**src/design/bos_pkg.sv**
```systemverilog
// Shared types and constants for the buffer overload supervisor.
// Depends on nothing; every other design file imports it.
package bos_pkg;

    // Field widths
    localparam int LEVEL_W   = 16;
    localparam int FLUSH_W   = 8;
    localparam int CALM_W    = 16;
    localparam int SLEEP_W   = 16;
    localparam int ELAPSED_W = SLEEP_W + 1;
    localparam int CFG_IDX_W = 3;
    localparam int CFG_DAT_W = 16;

    // Saturation limits of the counters
    localparam logic [CALM_W-1:0]    CALM_MAX    = '1;
    localparam logic [FLUSH_W-1:0]   FLUSH_MAX   = '1;
    localparam logic [ELAPSED_W-1:0] ELAPSED_MAX = '1;

    // Register values after reset
    localparam logic signed [LEVEL_W-1:0] STOP_LEVEL_RST    = 16'sd100;
    localparam logic signed [LEVEL_W-1:0] FLUSH_LEVEL_RST   = 16'sd200;
    localparam logic [FLUSH_W-1:0]        FLUSH_LIMIT_RST   = 8'd3;
    localparam logic [CALM_W-1:0]         CALM_NEEDED_RST   = 16'd10;
    localparam logic [SLEEP_W-1:0]        SLEEP_SECONDS_RST = 16'd60;

    // Request kinds
    localparam logic REQ_LEVEL = 1'b0;
    localparam logic REQ_TICK  = 1'b1;

    // Configuration register indexes
    typedef enum logic [CFG_IDX_W-1:0] {
        CFG_STOP_LEVEL    = 3'd0,
        CFG_FLUSH_LEVEL   = 3'd1,
        CFG_FLUSH_LIMIT   = 3'd2,
        CFG_CALM_NEEDED   = 3'd3,
        CFG_SLEEP_SECONDS = 3'd4
    } cfg_index_t;

    // One result beat
    typedef struct packed {
        logic               stop_motion;
        logic               resume_motion;
        logic               flush_request;
        logic               halt_locator;
        logic               restart_locator;
        logic               fault_active;
        logic               locator_asleep;
        logic [FLUSH_W-1:0] flush_total;
    } result_t;

endpackage

```
**src/design/bos_if.sv**
```systemverilog
// Channel interfaces of the buffer overload supervisor: request, result, configuration.
// Depends on bos_pkg for field widths.
interface bos_req_if;
    import bos_pkg::*;
    logic                       valid;
    logic                       ready;
    logic                       req_type;
    logic signed [LEVEL_W-1:0]  level;
    modport source (output valid, req_type, level, input ready);
    modport sink   (input valid, req_type, level, output ready);
endinterface

interface bos_rsp_if;
    import bos_pkg::*;
    logic               valid;
    logic               ready;
    logic               stop_motion;
    logic               resume_motion;
    logic               flush_request;
    logic               halt_locator;
    logic               restart_locator;
    logic               fault_active;
    logic               locator_asleep;
    logic [FLUSH_W-1:0] flush_total;
    modport source (output valid, stop_motion, resume_motion, flush_request, halt_locator,
                    restart_locator, fault_active, locator_asleep, flush_total,
                    input ready);
    modport sink   (input valid, stop_motion, resume_motion, flush_request, halt_locator,
                    restart_locator, fault_active, locator_asleep, flush_total,
                    output ready);
endinterface

interface bos_cfg_if;
    import bos_pkg::*;
    logic                 valid;
    logic                 ready;
    logic [CFG_IDX_W-1:0] index;
    logic [CFG_DAT_W-1:0] data;
    modport source (output valid, index, data, input ready);
    modport sink   (input valid, index, data, output ready);
endinterface

```
**src/design/buffer_overload_supervisor.sv**
```systemverilog
// Buffer overload supervisor: level reports and ticks in, motion/locator commands out.
// Depends on bos_pkg and the channel interfaces in bos_if.sv.
//
//   channel  dir  payload                                   handshake
//   req      in   req_type, level                           valid/ready
//   rsp      out  command bits, fault/sleep flags, flushes  valid/ready
//   cfg      in   index, data                               valid/ready (always ready)
//
// For each request beat, the supervisor state and the result register
// are updated at the accepting edge, and the result is offered in the next cycle.
// One request beat can be accepted every cycle; the single result register is the
// only buffering, so req.ready drops while a result waits and rsp.ready is low.
// Reset clears the flags and counters and loads the default thresholds.
module buffer_overload_supervisor (
    input  logic  clk,
    input  logic  rst_n,
    bos_req_if.sink   req,
    bos_rsp_if.source rsp,
    bos_cfg_if.sink   cfg
);
    import bos_pkg::*;

    // Configuration registers
    logic signed [LEVEL_W-1:0] stop_level_reg;
    logic signed [LEVEL_W-1:0] flush_level_reg;
    logic [FLUSH_W-1:0]        flush_limit_reg;
    logic [CALM_W-1:0]         calm_needed_reg;
    logic [SLEEP_W-1:0]        sleep_seconds_reg;

    // Supervisor state
    logic                 fault_reg, fault_next;
    logic                 asleep_reg, asleep_next;
    logic [FLUSH_W-1:0]   flush_reg, flush_next;
    logic [CALM_W-1:0]    calm_reg, calm_next;
    logic [ELAPSED_W-1:0] elapsed_reg, elapsed_next;

    // Result register
    logic    out_valid_reg;
    result_t result_reg, result_next;

    // Per-beat decode
    logic                 req_fire;
    logic                 is_report;
    logic                 at_stop;
    logic                 at_flush;
    logic                 fault_mid;
    logic                 tick_live;
    logic [FLUSH_W-1:0]   flush_mid;
    logic [ELAPSED_W-1:0] elapsed_inc;
    logic                 stop_cmd, flush_cmd, halt_cmd, resume_cmd, restart_cmd;

    assign req.ready = !out_valid_reg || rsp.ready;
    assign req_fire  = req.valid && req.ready;
    assign cfg.ready = 1'b1;

    // Configuration writes; unknown indexes are dropped.
    always_ff @(posedge clk or negedge rst_n)
    begin
        if (!rst_n)
        begin
            stop_level_reg    <= STOP_LEVEL_RST;
            flush_level_reg   <= FLUSH_LEVEL_RST;
            flush_limit_reg   <= FLUSH_LIMIT_RST;
            calm_needed_reg   <= CALM_NEEDED_RST;
            sleep_seconds_reg <= SLEEP_SECONDS_RST;
        end
        else if (cfg.valid && cfg.ready)
        begin
            case (cfg_index_t'(cfg.index))
                CFG_STOP_LEVEL:    stop_level_reg    <= $signed(cfg.data);
                CFG_FLUSH_LEVEL:   flush_level_reg   <= $signed(cfg.data);
                CFG_FLUSH_LIMIT:   flush_limit_reg   <= cfg.data[FLUSH_W-1:0];
                CFG_CALM_NEEDED:   calm_needed_reg   <= cfg.data[CALM_W-1:0];
                CFG_SLEEP_SECONDS: sleep_seconds_reg <= cfg.data[SLEEP_W-1:0];
                default: ;
            endcase
        end
    end

    // Decision logic for one beat.
    always_comb
    begin
        is_report = (req.req_type == REQ_LEVEL);
        at_stop   = is_report && (req.level >= stop_level_reg);
        at_flush  = req.level >= flush_level_reg;

        // High level: enter fault, clear the calm run, maybe flush.
        stop_cmd  = at_stop && !fault_reg;
        fault_mid = fault_reg || at_stop;
        flush_cmd = at_stop && at_flush && !asleep_reg;
        flush_mid = flush_reg;
        if (flush_cmd && (flush_reg != FLUSH_MAX))
        begin
            flush_mid = flush_reg + 1'b1;
        end
        halt_cmd = flush_cmd && (flush_mid >= flush_limit_reg);

        // Calm run counting, saturating.
        calm_next = calm_reg;
        if (at_stop)
        begin
            calm_next = '0;
        end
        else if (is_report && (calm_reg != CALM_MAX))
        begin
            calm_next = calm_reg + 1'b1;
        end
        resume_cmd = is_report && fault_mid && (calm_next >= calm_needed_reg);

        // Sleep timing on ticks.
        tick_live   = !is_report && asleep_reg;
        elapsed_inc = elapsed_reg;
        if (elapsed_reg != ELAPSED_MAX)
        begin
            elapsed_inc = elapsed_reg + 1'b1;
        end
        restart_cmd = tick_live && (elapsed_inc > {1'b0, sleep_seconds_reg});

        fault_next   = fault_mid && !resume_cmd;
        asleep_next  = halt_cmd ? 1'b1 : (restart_cmd ? 1'b0 : asleep_reg);
        flush_next   = (resume_cmd || restart_cmd) ? '0 : flush_mid;
        elapsed_next = halt_cmd ? '0 : (tick_live ? elapsed_inc : elapsed_reg);

        result_next.stop_motion     = stop_cmd;
        result_next.resume_motion   = resume_cmd;
        result_next.flush_request   = flush_cmd;
        result_next.halt_locator    = halt_cmd;
        result_next.restart_locator = restart_cmd;
        result_next.fault_active    = fault_next;
        result_next.locator_asleep  = asleep_next;
        result_next.flush_total     = flush_next;
    end

    // State update on each accepted beat.
    always_ff @(posedge clk or negedge rst_n)
    begin
        if (!rst_n)
        begin
            fault_reg   <= 1'b0;
            asleep_reg  <= 1'b0;
            flush_reg   <= '0;
            calm_reg    <= '0;
            elapsed_reg <= '0;
        end
        else if (req_fire)
        begin
            fault_reg   <= fault_next;
            asleep_reg  <= asleep_next;
            flush_reg   <= flush_next;
            calm_reg    <= calm_next;
            elapsed_reg <= elapsed_next;
        end
    end

    // Result valid flag.
    always_ff @(posedge clk or negedge rst_n)
    begin
        if (!rst_n)
        begin
            out_valid_reg <= 1'b0;
        end
        else if (req_fire)
        begin
            out_valid_reg <= 1'b1;
        end
        else if (rsp.ready)
        begin
            out_valid_reg <= 1'b0;
        end
    end

    // Result payload.
    always_ff @(posedge clk)
    begin
        if (req_fire)
        begin
            result_reg <= result_next;
        end
    end

    assign rsp.valid           = out_valid_reg;
    assign rsp.stop_motion     = result_reg.stop_motion;
    assign rsp.resume_motion   = result_reg.resume_motion;
    assign rsp.flush_request   = result_reg.flush_request;
    assign rsp.halt_locator    = result_reg.halt_locator;
    assign rsp.restart_locator = result_reg.restart_locator;
    assign rsp.fault_active    = result_reg.fault_active;
    assign rsp.locator_asleep  = result_reg.locator_asleep;
    assign rsp.flush_total     = result_reg.flush_total;

    // A halt always leaves the locator asleep.
    a_halt_sleeps: assert property (@(posedge clk) disable iff (!rst_n)
        out_valid_reg && result_reg.halt_locator |-> result_reg.locator_asleep)
        else $error("halt without sleep");

    // A restart wakes the locator and clears the flush count.
    a_restart_clears: assert property (@(posedge clk) disable iff (!rst_n)
        out_valid_reg && result_reg.restart_locator
        |-> !result_reg.locator_asleep && (result_reg.flush_total == '0))
        else $error("restart left sleep or flush count");

    // A resume leaves the fault and clears the flush count.
    a_resume_clears: assert property (@(posedge clk) disable iff (!rst_n)
        out_valid_reg && result_reg.resume_motion
        |-> !result_reg.fault_active && (result_reg.flush_total == '0))
        else $error("resume left fault or flush count");

    // The supervisor state follows the last result it produced.
    a_state_matches: assert property (@(posedge clk) disable iff (!rst_n)
        $past(req_fire) |-> (fault_reg == result_reg.fault_active)
        && (asleep_reg == result_reg.locator_asleep) && (flush_reg == result_reg.flush_total))
        else $error("state and result disagree");

    // A waiting result that is not taken is never overwritten.
    a_no_overrun: assert property (@(posedge clk) disable iff (!rst_n)
        out_valid_reg && !rsp.ready |-> !req_fire)
        else $error("result overwritten");

endmodule
```
**src/flat_wrapper.sv**
```systemverilog
// flat-port wrapper written by rule: the top's interface ports become plain ports
module buffer_overload_supervisor_flat import bos_pkg::*;
  (clk, rst_n, req_valid, req_req_type, req_level, req_ready, rsp_valid, rsp_stop_motion, rsp_resume_motion, rsp_flush_request, rsp_halt_locator, rsp_restart_locator, rsp_fault_active, rsp_locator_asleep, rsp_flush_total, rsp_ready, cfg_valid, cfg_index, cfg_data, cfg_ready);
  bos_req_if req_i ();
  bos_rsp_if rsp_i ();
  bos_cfg_if cfg_i ();
  input  logic clk;
  input  logic rst_n;
  input wire logic [$bits(req_i.valid)-1:0] req_valid;
  input wire logic [$bits(req_i.req_type)-1:0] req_req_type;
  input wire logic [$bits(req_i.level)-1:0] req_level;
  output wire logic [$bits(req_i.ready)-1:0] req_ready;
  output wire logic [$bits(rsp_i.valid)-1:0] rsp_valid;
  output wire logic [$bits(rsp_i.stop_motion)-1:0] rsp_stop_motion;
  output wire logic [$bits(rsp_i.resume_motion)-1:0] rsp_resume_motion;
  output wire logic [$bits(rsp_i.flush_request)-1:0] rsp_flush_request;
  output wire logic [$bits(rsp_i.halt_locator)-1:0] rsp_halt_locator;
  output wire logic [$bits(rsp_i.restart_locator)-1:0] rsp_restart_locator;
  output wire logic [$bits(rsp_i.fault_active)-1:0] rsp_fault_active;
  output wire logic [$bits(rsp_i.locator_asleep)-1:0] rsp_locator_asleep;
  output wire logic [$bits(rsp_i.flush_total)-1:0] rsp_flush_total;
  input wire logic [$bits(rsp_i.ready)-1:0] rsp_ready;
  input wire logic [$bits(cfg_i.valid)-1:0] cfg_valid;
  input wire logic [$bits(cfg_i.index)-1:0] cfg_index;
  input wire logic [$bits(cfg_i.data)-1:0] cfg_data;
  output wire logic [$bits(cfg_i.ready)-1:0] cfg_ready;
  assign req_i.valid = req_valid;
  assign req_i.req_type = req_req_type;
  assign req_i.level = req_level;
  assign req_ready = req_i.ready;
  assign rsp_valid = rsp_i.valid;
  assign rsp_stop_motion = rsp_i.stop_motion;
  assign rsp_resume_motion = rsp_i.resume_motion;
  assign rsp_flush_request = rsp_i.flush_request;
  assign rsp_halt_locator = rsp_i.halt_locator;
  assign rsp_restart_locator = rsp_i.restart_locator;
  assign rsp_fault_active = rsp_i.fault_active;
  assign rsp_locator_asleep = rsp_i.locator_asleep;
  assign rsp_flush_total = rsp_i.flush_total;
  assign rsp_i.ready = rsp_ready;
  assign cfg_i.valid = cfg_valid;
  assign cfg_i.index = cfg_index;
  assign cfg_i.data = cfg_data;
  assign cfg_ready = cfg_i.ready;
  buffer_overload_supervisor u_core (.clk(clk), .rst_n(rst_n), .req(req_i), .rsp(rsp_i), .cfg(cfg_i));
endmodule
```
**config.mk**
```make
export PLATFORM = sky130hd
export DESIGN_NAME = buffer_overload_supervisor_flat
export DESIGN_NICKNAME = d
export VERILOG_FILES = /design/src/design/bos_pkg.sv /design/src/design/bos_if.sv /design/src/design/buffer_overload_supervisor.sv /design/src/flat_wrapper.sv
export SDC_FILE = /design/constraint.sdc
export NUM_CORES = 1
export LEC_CHECK = 0
export ABC_CLOCK_PERIOD_IN_PS = 7900
export BUFFER_PORTS_ARGS = -buffer_cell sky130_fd_sc_hd__buf_2
export CAP_MARGIN = 25
export CORE_MARGIN = 5
export CORE_UTILIZATION = 55
export DETAILED_ROUTE_END_ITERATION = 12
export GPL_TIMING_DRIVEN = 0
export HOLD_SLACK_MARGIN = 0.03
export PLACE_DENSITY = 0.75
export SYNTH_ARGS = -nofsm -noshare
export SYNTH_HDL_FRONTEND = slang
export SYNTH_SLANG_ARGS = --single-unit
export TNS_END_PERCENT = 100
```
**constraint.sdc**
```tcl
create_clock -name clk -period 7.9 [get_ports clk]
set_input_delay 1.58 -clock clk [delete_from_list [all_inputs] [get_ports clk]]
set_output_delay 1.58 -clock clk [all_outputs]
set_load 0.05 [all_outputs]
```
Word level (Yosys, flattened, before mapping)
Cells that the tools add are included.
- flip-flop bits (word level): 131
- bits of input ports: 41
- output and inout bits: 18
- word-level logic and storage cells: 75
- $add $sub $neg: 3
- order comparisons: 5
- equality and inequality tests: 7
- multiplexer cells: 11
- bitwise operators: 1
- reduce and logical (&&, ||, !) cells: 29
- operators with widths (cell ; number):
    $mux W17 ; 3
    $ge A16 B16 Y1 ; 3
    $mux W16 ; 2
    $add A17 B1 Y17 const B ; 1
    $gt A17 B16 Y1 ; 1
    $ne A17 B17 Y1 const B ; 1
    $add A16 B1 Y16 const B ; 1
    $mux W8 ; 2
    $ne A16 B16 Y1 const B ; 1
    $logic_and A1 B1 Y1 ; 13
    $reduce_and A2 Y1 ; 6
    $add A8 B1 Y8 const B ; 1
    $ge A8 B8 Y1 ; 1
    $ne A8 B8 Y1 const B ; 1
    $eq A3 B2 Y1 const B ; 2
    $logic_not A1 Y1 ; 4
    $mux W1 ; 4
    $reduce_bool A2 Y1 ; 2
    $eq A3 B1 Y1 const B ; 1
    $eq A3 B3 Y1 const B ; 1
    $logic_not A3 Y1 ; 1
    $logic_or A1 B1 Y1 ; 3
    $not A1 Y1 ; 1

Depth between registers and ports, before layout
- depth after elaboration: 10
- depth in mapped cells: 20
- gate-level depth less buffers: 18

Worst setup path before layout
Ideal clock, no wire load.
- path kind: input to register
- start: input req_level[14]
- end: register u_core.result_reg, in the netlist u_core.rsp.flush_total[7] (data pin)
- data arrival time: 5.262 ns
- path slack: 2.510 ns
- stages: 19
- cell sequence: ha_1 -> nand4_4 -> nor4_2 -> a21boi_2 -> nor3_2 -> a211oi_1 -> clkbuf_1 -> clkbuf_1 -> nor2_1 -> ha_1 -> a21oi_1 -> nand2_1 -> a211oi_1 -> o41ai_1 -> a41o_1 -> a21oi_1 -> clkbuf_1 -> o31ai_1 -> o21ba_2
- cells in the longest elaborated chain, start to end: 7
- ends and longest elaborated chain (element ; RTL line ; text):
    start: declaration ; flat_wrapper.sv:11 ; input wire logic [$bits(req_i.level)-1:0] req_level;
    $ge A16 B16 Y1 ; buffer_overload_supervisor.sv:84 ; at_stop = is_report && (req.level >= stop_level_reg);
    $logic_and A1 B1 Y1 ; buffer_overload_supervisor.sv:84 ;
    $mux W16 ; buffer_overload_supervisor.sv:100 ; if (at_stop)
    net u_core.calm_next[10] ; buffer_overload_supervisor.sv:34 ; logic [CALM_W-1:0] calm_reg, calm_next;
    $ge A16 B16 Y1 ; buffer_overload_supervisor.sv:108 ; resume_cmd = is_report && fault_mid && (calm_next >= calm_needed_reg);
    $logic_and A1 B1 Y1 ; buffer_overload_supervisor.sv:108 ;
    $logic_or A1 B1 Y1 ; buffer_overload_supervisor.sv:121 ; flush_next = (resume_cmd || restart_cmd) ? '0 : flush_mid;
    $mux W8 ; buffer_overload_supervisor.sv:121 ;
    net u_core.flush_next[7] ; buffer_overload_supervisor.sv:33 ; logic [FLUSH_W-1:0] flush_reg, flush_next;
    end signal: assignment ; buffer_overload_supervisor.sv:177 ; result_reg <= result_next;
    end: declaration ; buffer_overload_supervisor.sv:39 ; result_t result_reg, result_next;
The timed path passes the listed nets, and every way through them passes these cells.
A chain may end at the register's enable or synchronous reset.

Final worst setup path
- start: input req_level[15]
- end: register u_core.result_reg, in the netlist u_core.rsp.flush_total[7] (data pin)
Same word-level chain as after synthesis.

==> metrics.txt <==
# TYPE chip_impl_metric gauge
chip_impl_metric{name="max_ffs_per_register",unit=""} 17
chip_impl_metric{name="placement_rows",unit=""} 43
chip_impl_metric{name="cts_inserted_buffers",unit=""} 17
chip_impl_info{name="worstSetupEndpointType",value="register"} 1
chip_impl_metric{name="dieArea",unit="sq um"} 16800
chip_impl_metric{name="first_global_vias",unit=""} 6079
chip_impl_metric{name="synth-edff-count",unit=""} 15
chip_impl_info{name="crit_path_cell_trace",value="buf_2, ha_1, nand4_4, nor4_2, inv_1, a211oi_1, clkbuf_1, clkbuf_1, nor2_1, ha_1, o211ai_1, a21oi_1, a211oi_1, o41ai_1, a41o_1, a21oi_1, clkbuf_1, o31ai_1, o21ba_2"} 1
chip_impl_metric{name="clk_pin_slew",unit="ns"} 0.06
chip_impl_metric{name="timing.max_cap.violations",unit=""} 0
chip_impl_metric{name="num_antenna_cells",unit=""} 0
chip_impl_metric{name="globalRouteTotalUtil",unit=""} 0.233
chip_impl_metric{name="antenna_found_initial",unit=""} 0
chip_impl_info{name="top_reg_cell_synth",value="dfrtp_1"} 1
chip_impl_metric{name="initial_core_util",unit=""} 0.563
chip_impl_metric{name="n_fill_cell",unit=""} 1197
chip_impl_metric{name="avgSynthCellArea",unit="sq um"} 9.40
chip_impl_metric{name="first_pass_iters",unit=""} 5
chip_impl_metric{name="post_route_worst_hold_slack",unit="ns"} 0.502
chip_impl_metric{name="cts.htree.levels",unit=""} 4
chip_impl_metric{name="max_stage_delay",unit="ns"} 0.53
chip_impl_info{name="top_cell_by_count_worst_path",value="clkbuf_1"} 1
chip_impl_metric{name="totalNegativeSetupSlack",unit="ns"} 0
chip_impl_metric{name="gp_congestion",unit=""} 0.886
chip_impl_metric{name="post_cts_hold_buffer_count",unit=""} 0
chip_impl_metric{name="period_share",unit=""} 0.756
chip_impl_metric{name="global_route_wire_length_before_repair",unit="mm"} 30.4
chip_impl_metric{name="vias",unit=""} 6328
chip_impl_metric{name="cts_post_setup_buffers_inserted",unit=""} 0
chip_impl_metric{name="dr_drc_count",unit=""} 0
chip_impl_metric{name="final_period_minus_worst_setup_slack",unit="ns"} 5.98
chip_impl_metric{name="first_iter_violations",unit=""} 581
chip_impl_metric{name="design.portCount",unit=""} 59
chip_impl_info{name="path_category_of_the_worst_min_delay_check",value="reg -> reg"} 1
chip_impl_metric{name="route.antenna.remaining_nets",unit=""} 0
chip_impl_metric{name="routed_wire_length_per_instance",unit="um"} 17.0
chip_impl_metric{name="area_growth",unit="%"} 14.4
chip_impl_metric{name="floorplan.die.width",unit="um"} 130
chip_impl_info{name="grt_setup_unrepaired",value="no"} 1
chip_impl_metric{name="worstMarginPinSlew",unit="ns"} 0.679
chip_impl_metric{name="synth_seq_area_share",unit=""} 0.428
chip_impl_metric{name="cts_resized",unit=""} 0
chip_impl_metric{name="largest_net_degree_at_the_start_of_global_routing",unit=""} 85
chip_impl_metric{name="report.final.slew_viol_count",unit=""} 0
chip_impl_metric{name="fmax",unit="GHz"} 0.167
chip_impl_metric{name="core_area",unit="sq um"} 14000
chip_impl_info{name="worst_setup_path_start_kind",value="input port"} 1
chip_impl_metric{name="synth.net_count",unit=""} 954
chip_impl_metric{name="syn_inst",unit=""} 838
chip_impl_metric{name="finalNetCount",unit=""} 1031
chip_impl_info{name="critPathKind",value="in -> reg"} 1
chip_impl_info{name="ctsRootBufferMaster",value="clkbuf_16"} 1
chip_impl_metric{name="drt-vias-per-instance",unit=""} 5.72
chip_impl_metric{name="max_transition_margin",unit=""} 0.543
chip_impl_metric{name="finClkSkew",unit="ns"} 0.00656
chip_impl_metric{name="number_of_hold_violations_in_the_final_report",unit=""} 0
chip_impl_metric{name="cp.arrival",unit="ns"} 6.15
chip_impl_info{name="cts_tree",value="built"} 1
chip_impl_metric{name="final-setup-viol-count",unit=""} 0
chip_impl_metric{name="buffer_ports.inserted",unit=""} 56
chip_impl_metric{name="async_reset_ff_frac",unit=""} 0.885
chip_impl_metric{name="synth.cell_area",unit="sq um"} 7880
chip_impl_metric{name="insertion_delay",unit="ns"} 0.43
chip_impl_metric{name="fin_util",unit=""} 0.645
chip_impl_metric{name="grt_overflow",unit=""} 0
chip_impl_metric{name="dp_hpwl",unit="mm"} 13.8
chip_impl_metric{name="powerDensity",unit="nW/um^2"} 229
chip_impl_metric{name="fp.dieH",unit="um"} 130
chip_impl_metric{name="ys_seq_elements",unit=""} 131
chip_impl_info{name="run_status",value="finished clean"} 1
chip_impl_metric{name="post_route_cells_drive_above_1_share",unit=""} 0.161
chip_impl_info{name="critPathSlowestCell",value="nor4_2"} 1
chip_impl_metric{name="power.leakage",unit="nW"} 4.23
chip_impl_metric{name="yosys.cell_types.count",unit=""} 67
chip_impl_metric{name="detail_route.wirelength",unit="mm"} 18.8
chip_impl_metric{name="vdd.ir_drop.worst",unit="V"} 0.000164
chip_impl_metric{name="timing.critical_path.required",unit="ns"} 8.07
chip_impl_metric{name="cts.sink_count",unit=""} 131
chip_impl_metric{name="yosysWarningCount",unit=""} 0
chip_impl_metric{name="worst-path-max-fanout",unit=""} 10
chip_impl_metric{name="clockBufferDepth",unit=""} 2
-- cell usage after synthesis, types with 4 or more instances --
library cell	number	area, sq um
nor3_1	14	70.1
a211oi_1	6	45.0
nand3_1	24	120
dfrtp_1	102	2550
a21o_1	16	120
edfxtp_1	15	450
clkbuf_1	26	97.6
nor2b_1	4	25.0
nand4_1	12	75.1
a22o_1	10	87.6
and4_1	5	43.8
mux2_2	25	282
dfstp_2	14	368
inv_1	82	308
and2_1	4	25.0
a21oi_1	40	200
o31ai_1	12	90.1
o21ai_0	80	400
ha_1	75	938
and3_1	12	75.1
a31oi_1	5	31.3
xor2_1	14	123
nand2_1	105	394
nor2_1	46	173
xnor2_1	17	149
o211ai_1	4	30.0
nand2b_1	6	37.5
-- worst max-delay path, delay by kind of cell --
family / cells / cell delay [ns]
compound gates: 9 / 1.90
buf+inv: 5 / 1.23
simple gates: 3 / 0.79
fa+ha+maj: 2 / 0.64
-- stage by stage --
step	instance area (sq um)	worst slack, ns	power [mW]	std cells
floorplan	7880	2.51	1.16	838
global placement	8390	1.57	1.27	1074
detailed placement	8440	1.45	1.30	1076
CTS	9020	1.91	2.07	1107
global route	9020	1.63	2.18	1107
finish	9020	1.92	2.06	1107
-- placed cells by master (no fill, tap or decap), types with 14 or more instances in the layout --
| cell | netlist | final |
|---|---|---|
| inv_1 | 82 | 82 |
| nand3_1 | 24 | 24 |
| clkbuf_16 | 0 | 19 |
| a21oi_1 | 40 | 40 |
| ha_1 | 75 | 75 |
| xnor2_1 | 17 | 17 |
| xor2_1 | 14 | 14 |
| edfxtp_1 | 15 | 15 |
| mux2_2 | 25 | 25 |
| clkbuf_1 | 26 | 27 |
| buf_2 | 3 | 58 |
| nor3_1 | 14 | 14 |
| nand2_1 | 105 | 105 |
| dfrtp_1 | 102 | 102 |
| dfstp_2 | 14 | 14 |
| o21ai_0 | 80 | 80 |
| nor2_1 | 46 | 46 |
| a21o_1 | 16 | 16 |
-- logic make-up (layout without fill, tap and decap cells) --
group,count (synthesis),count (layout),share of synthesized area
xor+xnor,32,32,0.0365
flops,131,131,0.428
compound gates,203,203,0.163
mux,26,26,0.0370
buf+inv,115,204,0.0567
simple gates,255,255,0.160
other cells,1,1,0.000476
fa+ha+maj,75,75,0.119
-- where the power goes --
group	switching (mW)	total, mW	internal [mW]
Combinational	0.272	0.454	0.182
Sequential	0.0451	0.835	0.790
Clock	0.292	0.773	0.481
-- metal layers --
metal	track usage	wire length, um	vias to the layer above
li1	-	-	3096
met1	0.323	8750	3023
met2	0.360	8550	177
met3	0.0479	997	32
met4	0.0966	506	0
met5	0	0	-
-- cell type report --
type	count	area, sq um	area share
Buffer	32	135	0.0150
Clock buffer	22	507	0.0562
Clock inverter	9	75.1	0.00833
Inverter	83	312	0.0345
Multi-Input combinational cell	592	4060	0.451
Sequential cell	131	3370	0.374
Tap cell	180	225	0.0250
Timing Repair Buffer	58	329	0.0365
-- path summary, 6_finish.rpt --
path / to / from / slack (ns) / depth (start not counted)
min in group asynchronous: u_core.calm_reg[11]$_DFFE_PN0P_ / rst_n / 1.05 / 1
max in group asynchronous: u_core.sleep_seconds_reg[4]$_DFFE_PN1P_ / rst_n / 6.10 / 2
max reg2reg: u_core.rsp.flush_total[7]$_DFFE_PP_ / u_core.stop_level_reg[5]$_DFFE_PN1P_ / 2.69 / 19
max: u_core.rsp.flush_total[7]$_DFFE_PP_ / req_level[15] / 1.92 / 19
min: u_core.calm_needed_reg[6]$_DFFE_PN0P_ / u_core.calm_needed_reg[6]$_DFFE_PN0P_ / 0.50 / 1
min reg2reg: u_core.calm_needed_reg[6]$_DFFE_PN0P_ / u_core.calm_needed_reg[6]$_DFFE_PN0P_ / 0.50 / 1
No activity file was read; power rests on OpenSTA's default activity.
